### src/hw/rtl/cta_sq_unit.sv
// Shared difference-squaring unit: registers (a - b) squared.
`timescale 1ns / 1ps
module cta_sq_unit #(
	parameter int SQ_W = 17
) (
	input  logic              clk,
	input  logic [SQ_W-1:0]   op_a,
	input  logic [SQ_W-1:0]   op_b,
	output logic [2*SQ_W+1:0] sq_q
);

	logic signed [SQ_W:0]     diff;
	logic signed [2*SQ_W+1:0] prod;

	assign diff = $signed({1'b0, op_a}) - $signed({1'b0, op_b});
	assign prod = diff * diff;

	always_ff @(posedge clk) begin
		sq_q <= $unsigned(prod);
	end

endmodule

### config.mk
export PLATFORM = sky130hd
export DESIGN_NAME = cta_sq_unit
export DESIGN_NICKNAME = d
export VERILOG_FILES = /design/src/hw/rtl/cta_sq_unit.sv
export SDC_FILE = /design/constraint.sdc
export NUM_CORES = 1
export LEC_CHECK = 0
export ABC_AREA = 1
export BUFFER_PORTS_ARGS = -buffer_cell sky130_fd_sc_hd__buf_2
export CORE_MARGIN = 8
export CORE_UTILIZATION = 45
export CTS_BUF_LIST = sky130_fd_sc_hd__clkbuf_8 sky130_fd_sc_hd__clkbuf_16
export DETAILED_ROUTE_END_ITERATION = 6
export GPL_TIMING_DRIVEN = 0
export PLACE_DENSITY = 0.69
export SKIP_CTS_REPAIR_TIMING = 1
export SYNTH_ARGS = -nofsm -noshare
export SYNTH_HDL_FRONTEND = slang
export SYNTH_SLANG_ARGS = --single-unit
### constraint.sdc
create_clock -name clk -period 8.4 [get_ports clk]
set_input_delay 1.26 -clock clk [delete_from_list [all_inputs] [get_ports clk]]
set_output_delay 1.26 -clock clk [all_outputs]
set_load 0.005 [all_outputs]
## Word-level counts from Yosys, hierarchy flattened

Index checks and enable logic that the tools add are counted.

- Register bits after elaboration: 36
- Input bits: 35

- Add/sub/neg operators: 1
- Multipliers: 1

Operator list:

| cell | count |
|---|---|
| $mul 18x18->36 | 1 |
| $sub 17x17->18 | 1 |

## Depth between registers and ports, before layout

Gate-level depths: netlist of the first run.

- Word-level depth: 2
- Gate-level depth with buffers: 40
- Mapped depth without buffers: 39

## Worst setup path after synthesis of the first run

OpenSTA, ideal clock, no wires.

- Path type: input-to-reg
- Start: input op_b[7]
- End: register sq_q[35]
- Arrival time: 7.383 ns
- Data required time: 8.288 ns
- Setup slack: 0.905 ns
- Stages: 32
- Path through: inv_1 ha_1 nand2_1 inv_2 a21oi_1 nand2_1 nand2_1 nand3_2 inv_2 buf_2 nand2_1 fa_1 inv_1 fa_1 inv_1 fa_1 inv_1 fa_1 inv_1 fa_1 inv_1 fa_1 ha_1 inv_1 nor3_1 nand2_1 nor2_1 nand2_1 nand3_1 inv_1 nand2_1 nand2_1

- Longest elaborated chain between the ends: 2

RTL lines:

| element | RTL line | text |
|---|---|---|
| start, declared | 8 | `input logic [SQ_W-1:0] op_b,` |
| $sub 17x17->18 | 15 | `assign diff = $signed({1'b0, op_a}) - $signed({1'b0, op_b});` |
| $mul 18x18->36 | 16 | `assign prod = diff * diff;` |
| named net prod[35] | 13 | `logic signed [2*SQ_W+1:0] prod;` |
| end signal, assigned | 19 | `sq_q <= $unsigned(prod);` |
| end, declared | 9 | `output logic [2*SQ_W+1:0] sq_q` |

The timed path passes the listed nets, and every way through them passes these cells.

## Worst setup path in the final report of the first run

- Start: input op_a[0]
- End: register sq_q[22]

- Longest elaborated chain between the ends: 2

RTL lines:

| element | RTL line | text |
|---|---|---|
| start, declared | 7 | `input logic [SQ_W-1:0] op_a,` |
| $sub 17x17->18 | 15 |  |
| $mul 18x18->36 | 16 |  |
| named net prod[22] | 13 |  |

The timed path passes the listed nets, and every way through them passes these cells.

==> flow_summary.json, run 1 <==
{
  "reg_top3": "sq_q: 35 flops",
  "async_reset_ff_share_pct": 0,
  "layout_common_cells": "inv_1, nand2_1, fa_1, nor2_1, ha_1",
  "synthTopCellsByArea": "fa_1, inv_1, ha_1",
  "place_congestion": 0.916,
  "cts_root_buffer": "clkbuf_16",
  "hold_path.class": "in2reg",
  "fp.dieH_um": 188,
  "drcViolationCount": 0,
  "stdcell_area_mm2": 0.0146,
  "cp_common_cell": "inv_1",
  "num_rows": 63,
  "synth_nets": 2098,
  "ios": 71,
  "synth_cell_types": 41,
  "clk_path_buf_depth": 2,
  "crit_family": "adder cells",
  "grt_use_met2_pct": 35.1,
  "start_util_pct": 45.4,
  "ys_warn_count": 0,
  "mostFrequentLayoutCell": "inv_1",
  "startpoint": "op_a[0]",
  "largest-register": "sq_q",
  "grtUsageTotal_pct": 19.1,
  "hold_viol_final": 0,
  "crit_fanout": 10,
  "holdWs_ns": 1.89,
  "gr-total-overflow": 0,
  "core-area_mm2": 0.0295,
  "fin_crit_sh_pct": 96.5,
  "synthFlopType": "dfxtp_1",
  "crit_required_ns": 8.57,
  "endpoint_kind": "register",
  "ys_seq_elements": 35,
  "cp.arrival_ns": 8.28,
  "worstHoldStart": "op_b[0]",
  "worst-slew-pin-transition_ns": 0.802,
  "wl_per_cell_um": 15.2,
  "grtUsageMet1_pct": 22.4,
  "port_buffers": 69,
  "finish.utilization_pct": 49.4,
  "drive_gt1_share_pct": 9.54,
  "maxClockFrequency_ghz": 0.123,
  "dr_total_vias": 10300,
  "dpl_cell_area_mm2": 0.0142,
  "netlist_area_mm2": 0.0134,
  "slew_violations": 0,
  "critical_path_class": "in2reg",
  "dpl.hpwl_um": 28400,
  "outcome": "finished clean",
  "netlist.area_leader.share_pct": 43.8,
  "slew_headroom_pct": 46.3,
  "max_stage_delay_ns": 0.55,
  "ant_nets": 0,
  "drtIter0Drc": 468,
  "drv_cap": 0,
  "num_antenna_cells": 0,
  "cp_slowest_cell": "fa_1",
  "largest_reg_flops": 35,
  "grt.busiest_layer": "met2",
  "cts_tree": "yes",
  "grt_max_degree": 15,
  "ys_seq_area_share_pct": 5.24,
  "syn_inst": 1648,
  "cts-htree-levels": 2,
  "drt_wl_total_um": 32300,
  "clock_sinks": 35,
  "dieArea_mm2": 0.0355,
  "syn_to_final_growth_pct": 8.80,
  "syn_avg_cell_area_um2": 8.12,
  "fin_nets": 2178,
  "min_period_ns": 8.11,
  "grt_use_met3_pct": 3.75,
  "synth-edff-count": 0,
  "clk_pin_slew_ns": 0.06,
  "setup_viol": 0,
  "grt_pass1_wl_um": 54800,
  "cts_made_buffers": 5,
  "cp-start-kind": "input port",
  "dr.pass1.iters": 7,
  "post-synth-top-area-cell": "fa_1",
  "drt-vias-per-instance": 4.87,
  "antenna_found_initial": 1,
  "grt_pass1_vias": 11300,
  "crit_buf_inv": 10,
  "die_w_um": 188
}
==> synth_stat cells (7+ instances only) <==
cell and number:
nor2_4 10, fa_1 293, nand4_1 11, xor2_1 21, nor3_1 10, nor2_1 146
o21ai_0 18, ha_1 122, inv_1 497, buf_2 7, a21oi_1 42, xnor2_1 7
o21bai_1 10, dfxtp_1 35, nand2_1 304, nand3_1 39, inv_2 10
==> layer usage <==
metal  up-vias  part of all wire, %
met3        55                  7.2
li1       4886                    -
met4         2                  2.1
met5         -                0.040
met1      5096                   38
met2       285                   53
==> final cells by class <==
| class | count | area (µm²) |
|---|---|---|
| buffer | 21 | 160 |
| inverter | 509 | 1920 |
| clock inverter | 3 | 43.8 |
| sequential | 35 | 701 |
| fill | 2899 | 14900 |
| timing repair buffer | 74 | 395 |
| clock buffer | 5 | 125 |
| multi-input combinational | 1082 | 10700 |
| tap | 390 | 488 |
==> kinds of logic after synthesis <==
family / after synthesis / share of synthesized area, %
buf+inv: 531 / 15.4
other cells: 1 / 0.0280
simple gates: 547 / 17.3
fa+ha+maj: 415 / 55.2
flops: 35 / 5.24
compound gates: 83 / 3.66
xor+xnor: 36 / 3.14
==> path summary, 6_finish.rpt <==
path / depth (start not counted) / slack [ns] / to
worst max-delay path: 28 / 0.29 / sq_q[22]
worst min-delay path: 4 / 1.89 / sq_q[0]
==> metrics by stage <==
step           setup WS (ns)  instances  setup TNS (ns)
6_report               0.294       2119               0
4_1_cts               -0.750       2115           -7.70
3_3_place_gp          -0.942       2107          -11.72
2_1_floorplan          0.905       1648               0
3_5_place_dp           -1.03       2107          -12.84
5_1_grt             -0.00845       2119        -0.00845
Power of run 1 is left out: the tool's default activity adds up to more than one toggle a clock period on the data nets, which glitch-free logic cannot reach.
==> inputs of run 2 (changes only) <==
==> constraint.sdc (replaced) <==
create_clock -name clk -period 10.2 [get_ports clk]
set_input_delay 1.53 -clock clk [delete_from_list [all_inputs] [get_ports clk]]
set_output_delay 1.53 -clock clk [all_outputs]
set_load 0.005 [all_outputs]
==> run 2 against run 1 <==
Compared with the run above: hold slack better by 0.23 ns; sequential share of layout area is 0.059 points higher; routed wire length down 0.52%; critical path depth did not move; die area unchanged; flip-flop and latch count stayed put; via count shrank 0.88%; highest routed layer unchanged; final area down 1.2%; clock-buffer cell count unchanged; final cell count is 0.19% lower; global-route usage unchanged; non-clock buffer count is 4 lower.
==> flow_summary.json, run 2 (synthesis gave the netlist of run 1 again) <==
{
  "outcome": "finished clean",
  "fin_crit_sh_pct": 92.5,
  "drtIter0Drc": 526,
  "gr-total-overflow": 0,
  "syn_to_final_growth_pct": 7.49,
  "cp-start-kind": "input port",
  "cts-htree-levels": 2,
  "layout_common_cells": "inv_1, nand2_1, fa_1, nor2_1, ha_1",
  "die_w_um": 188,
  "slew_headroom_pct": 13.8,
  "port_buffers": 69,
  "drcViolationCount": 0,
  "wl_per_cell_um": 15.2,
  "min_period_ns": 9.43,
  "num_antenna_cells": 0,
  "setup-tns-final_ns": 0,
  "reg_top3": "sq_q: 35 flops",
  "ant_nets": 0,
  "ios": 71,
  "num_rows": 63,
  "drv_cap": 0,
  "crit_required_ns": 10.37,
  "cp_common_cell": "inv_1",
  "cts_made_buffers": 5,
  "dr_total_vias": 10200,
  "stdcell_area_mm2": 0.0144,
  "drt_wl_total_um": 32100,
  "cts_root_buffer": "clkbuf_16",
  "hold_viol_final": 0,
  "clock_sinks": 35,
  "place_congestion": 0.916,
  "largest-register": "sq_q",
  "grt_pass1_vias": 11300,
  "drive_gt1_share_pct": 8.23,
  "dpl_cell_area_mm2": 0.0142,
  "rsz0062_at_grt": "no",
  "hold_path.class": "in2reg",
  "setup_viol": 0,
  "cts_tree": "yes",
  "worst-slew-pin-transition_ns": 1.28,
  "mostFrequentLayoutCell": "inv_1",
  "slew_violations": 0,
  "max_stage_delay_ns": 1.00,
  "core-area_mm2": 0.0295,
  "dpl.hpwl_um": 28400,
  "grtUsageTotal_pct": 19.1,
  "start_util_pct": 45.4,
  "dr.pass1.iters": 7,
  "critical_path_class": "in2reg",
  "clk_pin_slew_ns": 0.06,
  "grt_pass1_wl_um": 54800,
  "antenna_found_initial": 1,
  "fp.dieH_um": 188,
  "endpoint_kind": "register",
  "clk_path_buf_depth": 2,
  "grt_max_degree": 15,
  "fin_nets": 2174,
  "maxClockFrequency_ghz": 0.106,
  "cp_slowest_cell": "xnor2_1",
  "dieArea_mm2": 0.0355,
  "largest_reg_flops": 35,
  "crit_fanout": 10,
  "drt-vias-per-instance": 4.84,
  "cp.arrival_ns": 9.60
}
[run 2: changes by cell type in the layout (fill, tap and decap cells not counted), moves of 3 or more]
cell | before | now
nand2_1 | 301 | 304
buf_4 | 7 | 4
fa_1 | 289 | 293
fa_2 | 4 | 0
nor2_1 | 143 | 146
[run 2: area by class of cell]
| type | count | area [µm²] |
|---|---|---|
| well taps | 390 | 488 |
| clock inverters | 3 | 43.8 |
| clock buffers | 5 | 125 |
| repair buffers | 69 | 345 |
| flip-flops and latches | 35 | 701 |
| plain buffers | 22 | 151 |
| multi-input cells | 1082 | 10600 |
| inverters | 509 | 1910 |
| fillers | 2926 | 15100 |
[run 2: path summary, 6_finish.rpt]
path	start	to	cells past startpoint
min	op_b[1]	sq_q[2]	4
max	op_a[0]	sq_q[22]	28
[run 2: layer usage]
metal | part of all wire [%] | vias up | wire [µm] | track usage [%]
met3 | 6.5 | 59 | 2100 | 3.75
met2 | 52 | 288 | 16800 | 35.1
met4 | 2.2 | 2 | 697 | 4.60
li1 | - | 4880 | - | -
met5 | 0.040 | - | 13 | 0
met1 | 39 | 5004 | 12500 | 22.4
[run 2: critical path: cells and delay by family]
kind	cells	cell delay, ns
XOR/XNOR	1	1.00
AND/OR/NAND/NOR	7	1.00
buffers and inverters	10	1.36
AO/OA/AOI/OAI	1	0.62
adder cells (fa/ha/maj)	9	4.07
[run 2: per-stage QoR]
step	hold slack (ns)	std cells	util [%]	setup WS, ns
2_1_floorplan	1.81	1648	-	2.44
3_3_place_gp	1.91	2107	48.2	0.588
3_5_place_dp	1.91	2107	48.2	0.498
4_1_cts	2.13	2115	48.8	0.780
5_1_grt	2.17	2115	48.8	0.449
6_report	2.12	2115	48.8	0.767
Power of run 2 is left out for the same reason.
