File: src/hw/rtl/cta_ram.sv
// Generic single-port-write, single-port-read RAM with registered read data.
`timescale 1ns / 1ps
module cta_ram #(
	parameter int WIDTH = 8,
	parameter int DEPTH = 16,
	localparam int AW = (DEPTH > 1) ? $clog2(DEPTH) : 1
) (
	input  logic             clk,
	input  logic             we,
	input  logic [AW-1:0]    waddr,
	input  logic [WIDTH-1:0] wdata,
	input  logic [AW-1:0]    raddr,
	output logic [WIDTH-1:0] rdata
);

	logic [WIDTH-1:0] mem_q [DEPTH];

	always_ff @(posedge clk) begin
		if (we) begin
			mem_q[waddr] <= wdata;
		end
		rdata <= mem_q[raddr];
	end

endmodule

File: config.mk
export PLATFORM = sky130hd
export DESIGN_NAME = cta_ram
export DESIGN_NICKNAME = d
export VERILOG_FILES = /design/src/hw/rtl/cta_ram.sv
export SDC_FILE = /design/constraint.sdc
export NUM_CORES = 1
export LEC_CHECK = 0
export ABC_AREA = 1
export BUFFER_PORTS_ARGS = -buffer_cell sky130_fd_sc_hd__buf_2
export CORE_ASPECT_RATIO = 0.5
export CORE_MARGIN = 2
export CORE_UTILIZATION = 32
export CTS_CLUSTER_SIZE = 20
export DETAILED_ROUTE_END_ITERATION = 8
export GPL_ROUTABILITY_DRIVEN = 0
export HOLD_SLACK_MARGIN = 0.02
export PLACE_DENSITY_LB_ADDON = 0.08
export SLEW_MARGIN = 20
export SYNTH_ARGS = -nofsm -noshare
export SYNTH_HDL_FRONTEND = slang
export SYNTH_SLANG_ARGS = --single-unit
File: constraint.sdc
create_clock -name clk -period 3.63 [get_ports clk]
set_clock_uncertainty 0.2 [all_clocks]
set_input_delay 0 -clock clk [delete_from_list [all_inputs] [get_ports clk]]
set_output_delay 0 -clock clk [all_outputs]
set_load 0.005 [all_outputs]
==> Word-level counts from Yosys, hierarchy flattened <==
Memories as Yosys holds them, arrays and structs flattened. A register that Yosys moved wholly into a read port is not among the register bits.
Cells that the tools add are included.
{ "classes": {"n_mux": 2} }
{ "op_table": {"columns": ["cell", "n"], "rows": [
  ["$mux W1", 2]
]} }
{ "totals": {"ff_bits": 0, "ram_bits": 128, "in_bits": 18, "memories": 1} }
{ "mem_list": {"columns": ["name", "depth", "word_bits", "rd", "rd_ports_with_merged_regs", "wr", "line_no", "rtl"], "rows": [
  ["mem_q", 16, 8, 1, 1, 1, "16", "logic [WIDTH-1:0] mem_q [DEPTH];"]
]} }

==> Longest topological paths before layout <==
Gate-level depths: netlist of run 1.
{ "logic_depth": {"depth_word": 2, "mapped_depth": 8, "ltp_nobuf": 7} }

==> Worst setup path after synthesis of run 1 <==
No wires, ideal clock.
{ "synth_timing": {"path_type": "input -> register", "startpoint": "in waddr[2]", "endpoint": "mem mem_q[10][0], enable pin", "setup_ns": 0.370, "arrival_time_ns": 0.581, "required_ns": 3.060, "slack_ns": 2.479, "path_stages": 2, "n_path_buf": 0, "cell_sequence": "nand3b_1 nor2_1"} }
{ "synth_lines": {"columns": ["element", "line_no", "rtl"], "rows": [
  ["from (decl)", "10", "input logic [AW-1:0] waddr,"],
  ["to (decl)", "16", null]
]} }
No word-level cell before the write port.

==> flow_summary.ini, run 1 <==
[job]
maxCapViolations = 0

[sta]
hold_viol = 0
tightest_slew_ns = 0.9998
report.final.setup_viol = 0
rsz0062_at_grt = no
setup_slack_ns = 1.486
period_share = 0.5906
fin_setup_tns_ns = 0
min_period_ns = 2.144
max_freq_ghz = 0.4664
maxSlewHeadroom = 0.3310
drv_slew = 0

[critical_path]
crit_fanout = 17
endpoint_kind = flop
crit_type = input port to flop
cp_top_family = buffers and inverters
cpPeakStageDelay_ns = 0.58
rrSetupSlack_ns = 1.95
cp.arrival_ns = 2.25
slowest_stage = inv_1
critical_path_required_ns = 3.74
cp-start-kind = input port
cp_cell_sequence = dlygate4sd3_1 -> buf_2 -> inv_1 -> nand3_1 -> nand3_1 -> dlygate4sd3_1 -> nand2_1
path_buf_inv = 4

[cells_and_area]
diodes = 0
drive_above_1_share = 0.1050
postLayoutCellArea_um2 = 6798
syn_to_final_growth_pct = 17.88
layout.nets = 605
stdcell_count = 834

[global_routing]
grt_pass1_wl_mm = 22.14
track_usage = 0.1599
grt_max_degree = 34
grt.overflow.total = 0
grt_antenna_before_repair = 0
grt_pass1_vias = 3582

[routing]
via_count = 3664
drc = 0
avgViaCountPerCell = 4.393
ant_nets = 0
drt-initial-drc-count = 309
wl_per_cell_um = 17.20
routed_wl_mm = 14.34
firstDrtPassIters = 4

[clocking]
cts_tree = yes
clock_sinks = 136
clockRootBuffer = clkbuf_16
numCtsBuffers = 17
clock_latency_ns = 0.42
holdBufCountCts = 11
cts_max_path_buffers = 2
cts-htree-levels = 4
clk_pin_slew_ns = 0.06
cts_setup_buffers = 0
cts_resized = 0

[yosys]
synth.yosys.seq_area_share = 0.6943
synth.distinct_cells = 12
ys_ff_latch = 136
synth_edf_count = 128
syn-instance-count = 551
synth_most_common_cell = nand2_1
synthTopCellsByCount = 173 x nand2_1, 128 x edfxtp_1, 100 x inv_1, 97 x nand3_1, 17 x nor2_1
synth_area_um2 = 5767
async_flop_share = 0
ys_warn_count = 0
yosysTopAreaCellShare = 0.6665
synth_top_area_cell = edfxtp_1
syn_avg_cell_area_um2 = 10.47
synthFlopType = edfxtp_1
synth_nets = 569
synth_area_leaders = edfxtp_1 67%, nand2_1 11%, nand3_1 8.4%

[pwr]
seq_power_share = 0.461
sw_frac_of_total = 0.2153
p_leak_nw = 2.885
total_power_mw = 3.830
irDropWorstVdd_v = 0.0003232
power.share.combinational = 0.057
power_density_nw_per_um2 = 563.4
switchingPower_mw = 0.8245
clkPwrFrac = 0.481
power.internal_mw = 3.005

[die]
core_area_um2 = 17530
die_x_um = 193.9
initial_core_util = 0.3290
io_pins = 26
rows = 34
die_h_um = 98.93
die-area_um2 = 19180

[placement]
port_buffers = 25
dp_hpwl_mm = 8.643
dp.cells = 791
dp_slack_ns = 1.775
post_dp_cell_area_um2 = 6056

[hold_path]
min_path_type = input port to flop

[status]
outcome = finished, final reports clean
[layout make-up]
cell class	instances	area, um^2
Multi-Input combinational cell	289	1214
Inverter	102	382.9
Fill cell	1741	10730
Clock inverter	12	175.2
Sequential cell	136	4004
Timing Repair Buffer	41	272.8
Tap cell	234	292.8
Clock buffer	20	456.7
[registers in the layout, indices dropped and copies added, names as in the netlist]
| name | cells |
|---|---|
| rdata | 8 |
| mem_q | 128 |
[worst paths after layout]
check	startpoint	to	depth (start not counted)
max	raddr[2]	rdata[0]$_DFF_P_	7
min	waddr[2]	mem_q[12][0]$_DFFE_PP_	3
max reg2reg	mem_q[14][0]$_DFFE_PP_	rdata[0]$_DFF_P_	7
min reg2reg	mem_q[10][7]$_DFFE_PP_	rdata[7]$_DFF_P_	6
[metrics by stage]
step / hold slack (ns) / util
floorplan: -0.1011 / -
global placement: 0.1771 / 0.3455
detailed placement: 0.1794 / 0.3455
CTS: 0.02123 / 0.3879
global route: 0.09216 / 0.3879
finish: 0.04759 / 0.3879
[logic make-up after synthesis]
family / count (synthesis) / synth area share
buffers and inverters: 126 / 0.09525
flip-flops: 136 / 0.6943
AND/OR/NAND/NOR: 289 / 0.2105
[power by group through the flow]
stage	registers [mW]	clock network, mW	logic [mW]
after floorplan	1.80	0	0.124
after global placement	1.80	0	0.216
after detailed placement	1.80	0	0.214
after CTS	1.77	1.87	0.225
after global routing	1.77	1.94	0.249
final	1.77	1.84	0.220
[worst register-to-register path: stages (launching register included)]
cell	delay, ns
edfxtp_1	0.36
inv_1	0.06
nand2_1	0.04
nand3_1	0.14
nand3_1	0.09
nand3_1	0.10
dlygate4sd3_1	0.55
nand2_1	0.05
[cells in the final DEF (no fill, tap or decap), drive strengths merged]
master,instances
buf,30
bufinv,4
clkbuf,20
clkinv,5
clkinvlp,3
dfxtp,8
dlygate4sd3,11
edfxtp,128
inv,102
nand2,173
nand3,97
nand3b,2
nor2,17
[routing by layer]
metal | vias to the layer above | routed length, um | global-route usage
li1 | 1849 | - | -
met1 | 1737 | 7303 | 0.2252
met2 | 66 | 6405 | 0.2456
met3 | 12 | 484 | 0.03320
met4 | 0 | 147 | 0.05828
met5 | - | 0 | 0
No activity file was read; power rests on OpenSTA's default activity.
==> inputs of run 2 (changes only) <==
- clock period: 3.63 -> 1.85 ns (I/O delays scaled with it)
==> flow_summary.ini, run 2 (same netlist as run 1, synthesis figures left out) <==
[placement]
port_buffers = 25
dp_hpwl_mm = 8.506
post_dp_cell_area_um2 = 6228
dp_slack_ns = 0.4566

[hold_path]
hold_end = mem_q[13][6]$_DFFE_PP_
min_path_type = input port to flop
hold_start = waddr[2]
hold_path_depth = 4

[pwr]
power.internal_mw = 5.744
total_power_mw = 7.351
clkPwrFrac = 0.467
switchingPower_mw = 1.607
power_density_nw_per_um2 = 1059
seq_power_share = 0.471
sw_frac_of_total = 0.2186
p_leak_nw = 2.979
power.share.combinational = 0.062
irDropWorstVdd_v = 0.0006316

[cells_and_area]
postLayoutCellArea_um2 = 6939
register_area_um2 = 4004
top_register = mem_q
reg.largest.list = mem_q: 128 flops, rdata: 8 flops
drive_above_1_share = 0.1294
diodes = 0
final_common_cell = nand2_1
fillers = 1748
layout.nets = 623
layout.cells.most_common_list = 173 x nand2_1, 128 x edfxtp_1, 100 x inv_1
multi_input_area_um2 = 1214
syn_to_final_growth_pct = 20.33
largest_register_ffs = 128

[routing]
ant_nets = 0
firstDrtPassIters = 4
routed_wl_mm = 14.95
avgViaCountPerCell = 4.464
via_count = 3803
drc = 0
wl_per_cell_um = 17.55
drt-initial-drc-count = 367

[clocking]
cts_tree = yes
cts_max_path_buffers = 2
clock_latency_ns = 0.42
cts-htree-levels = 4
clock_sinks = 136
numCtsBuffers = 17
clk_pin_slew_ns = 0.06
clockRootBuffer = clkbuf_16

[die]
die_x_um = 193.9
die_h_um = 98.93
die-area_um2 = 19180
io_pins = 26
core_area_um2 = 17530
initial_core_util = 0.3290
rows = 34

[critical_path]
reg2reg_to = rdata[0]$_DFF_P_
cpPeakStageDelay_ns = 0.55
critical_path_required_ns = 1.95
reg2reg_from = mem_q[14][0]$_DFFE_PP_
rrSetupSlack_ns = 0.18
cp_top_family = buffers and inverters
cp.depth = 7
endpoint_kind = flop
crit_top_cell = nand3_1
crit_type = flop to flop
crit_fanout = 1
cp-start-kind = flop
r2r_cells = 7
slowest_stage = dlygate4sd3_1
cp.arrival_ns = 1.77
cp_cell_sequence = inv_1 -> nand2_1 -> nand3_1 -> nand3_1 -> nand3_1 -> dlygate4sd3_1 -> nand2_1
path_buf_inv = 2

[global_routing]
grt_pass1_wl_mm = 22.49
grt_pass1_vias = 3630
grt.overflow.total = 0
track_usage = 0.1639
grt_max_degree = 65
grt_antenna_before_repair = 0

[sta]
hold_viol = 0
hold_ws_ns = 0.03903
setup_slack_ns = 0.1800
period_share = 0.9027
tightest_slew_ns = 0.4612
report.final.setup_viol = 0
min_period_ns = 1.670
drv_slew = 0
max_freq_ghz = 0.5988
maxSlewHeadroom = 0.6925
rsz0062_at_grt = no
fin_setup_tns_ns = 0

[status]
outcome = finished, final reports clean

[job]
maxCapViolations = 0
[run 2: power by group through the flow]
stage | Clock [mW] | Sequential [mW] | Combinational (mW)
final | 3.43 | 3.46 | 0.456
after global routing | 3.64 | 3.47 | 0.513
after CTS | 3.50 | 3.47 | 0.466
after detailed placement | 0 | 3.53 | 0.446
after global placement | 0 | 3.53 | 0.448
after floorplan | 0 | 3.53 | 0.243
[run 2: final cells by class]
type | instances | share of cell area
well taps | 234 | 0.04219
clock buffers | 20 | 0.06437
multi-input cells | 289 | 0.1749
repair buffers | 59 | 0.06419
clock inverters | 12 | 0.02218
inverters | 102 | 0.05517
flip-flops and latches | 136 | 0.5770
[run 2: worst max-delay path by stage]
stage / from / endpoint / slack (ns)
final: mem_q[14][0]$_DFFE_PP_ / rdata[0]$_DFF_P_ / 0.18
after floorplan: waddr[2] / mem_q[10][0]$_DFFE_PP_ / 0.70
after CTS: mem_q[14][0]$_DFFE_PP_ / rdata[0]$_DFF_P_ / 0.17
after global placement: raddr[0] / rdata[6]$_DFF_P_ / 0.46
after detailed placement: raddr[0] / rdata[6]$_DFF_P_ / 0.46
after global routing: mem_q[14][0]$_DFFE_PP_ / rdata[0]$_DFF_P_ / 0.04
[run 2: timing repair]
| item | 4_1_cts | 5_1_grt |
|---|---|---|
| buffers inserted | 0 | 0 |
| endpoints found under the hold margin | 136 | 0 |
| gates resized for setup | 0 | 0 |
| hold buffers | 11 | 0 |
[run 2: metal layers]
layer	vias up	track usage	part of all wire	wire, um
li1	1881	-	-	-
met1	1846	0.2316	0.51	7634
met2	63	0.2569	0.45	6679
met3	13	0.02841	0.033	488
met4	0	0.05711	0.0099	148
met5	-	0	0	0
[run 2: stage by stage]
step / utilization / instances
CTS: 0.3959 / 852
global placement: 0.3554 / 809
global route: 0.3959 / 852
finish: 0.3959 / 852
detailed placement: 0.3554 / 809
floorplan: - / 551
[run 2: worst reg2reg max path, delay by kind of cell (launching register included)]
family | cells | cell delay (ns)
buffers and inverters | 2 | 0.61
flip-flops | 1 | 0.37
AND/OR/NAND/NOR | 5 | 0.40
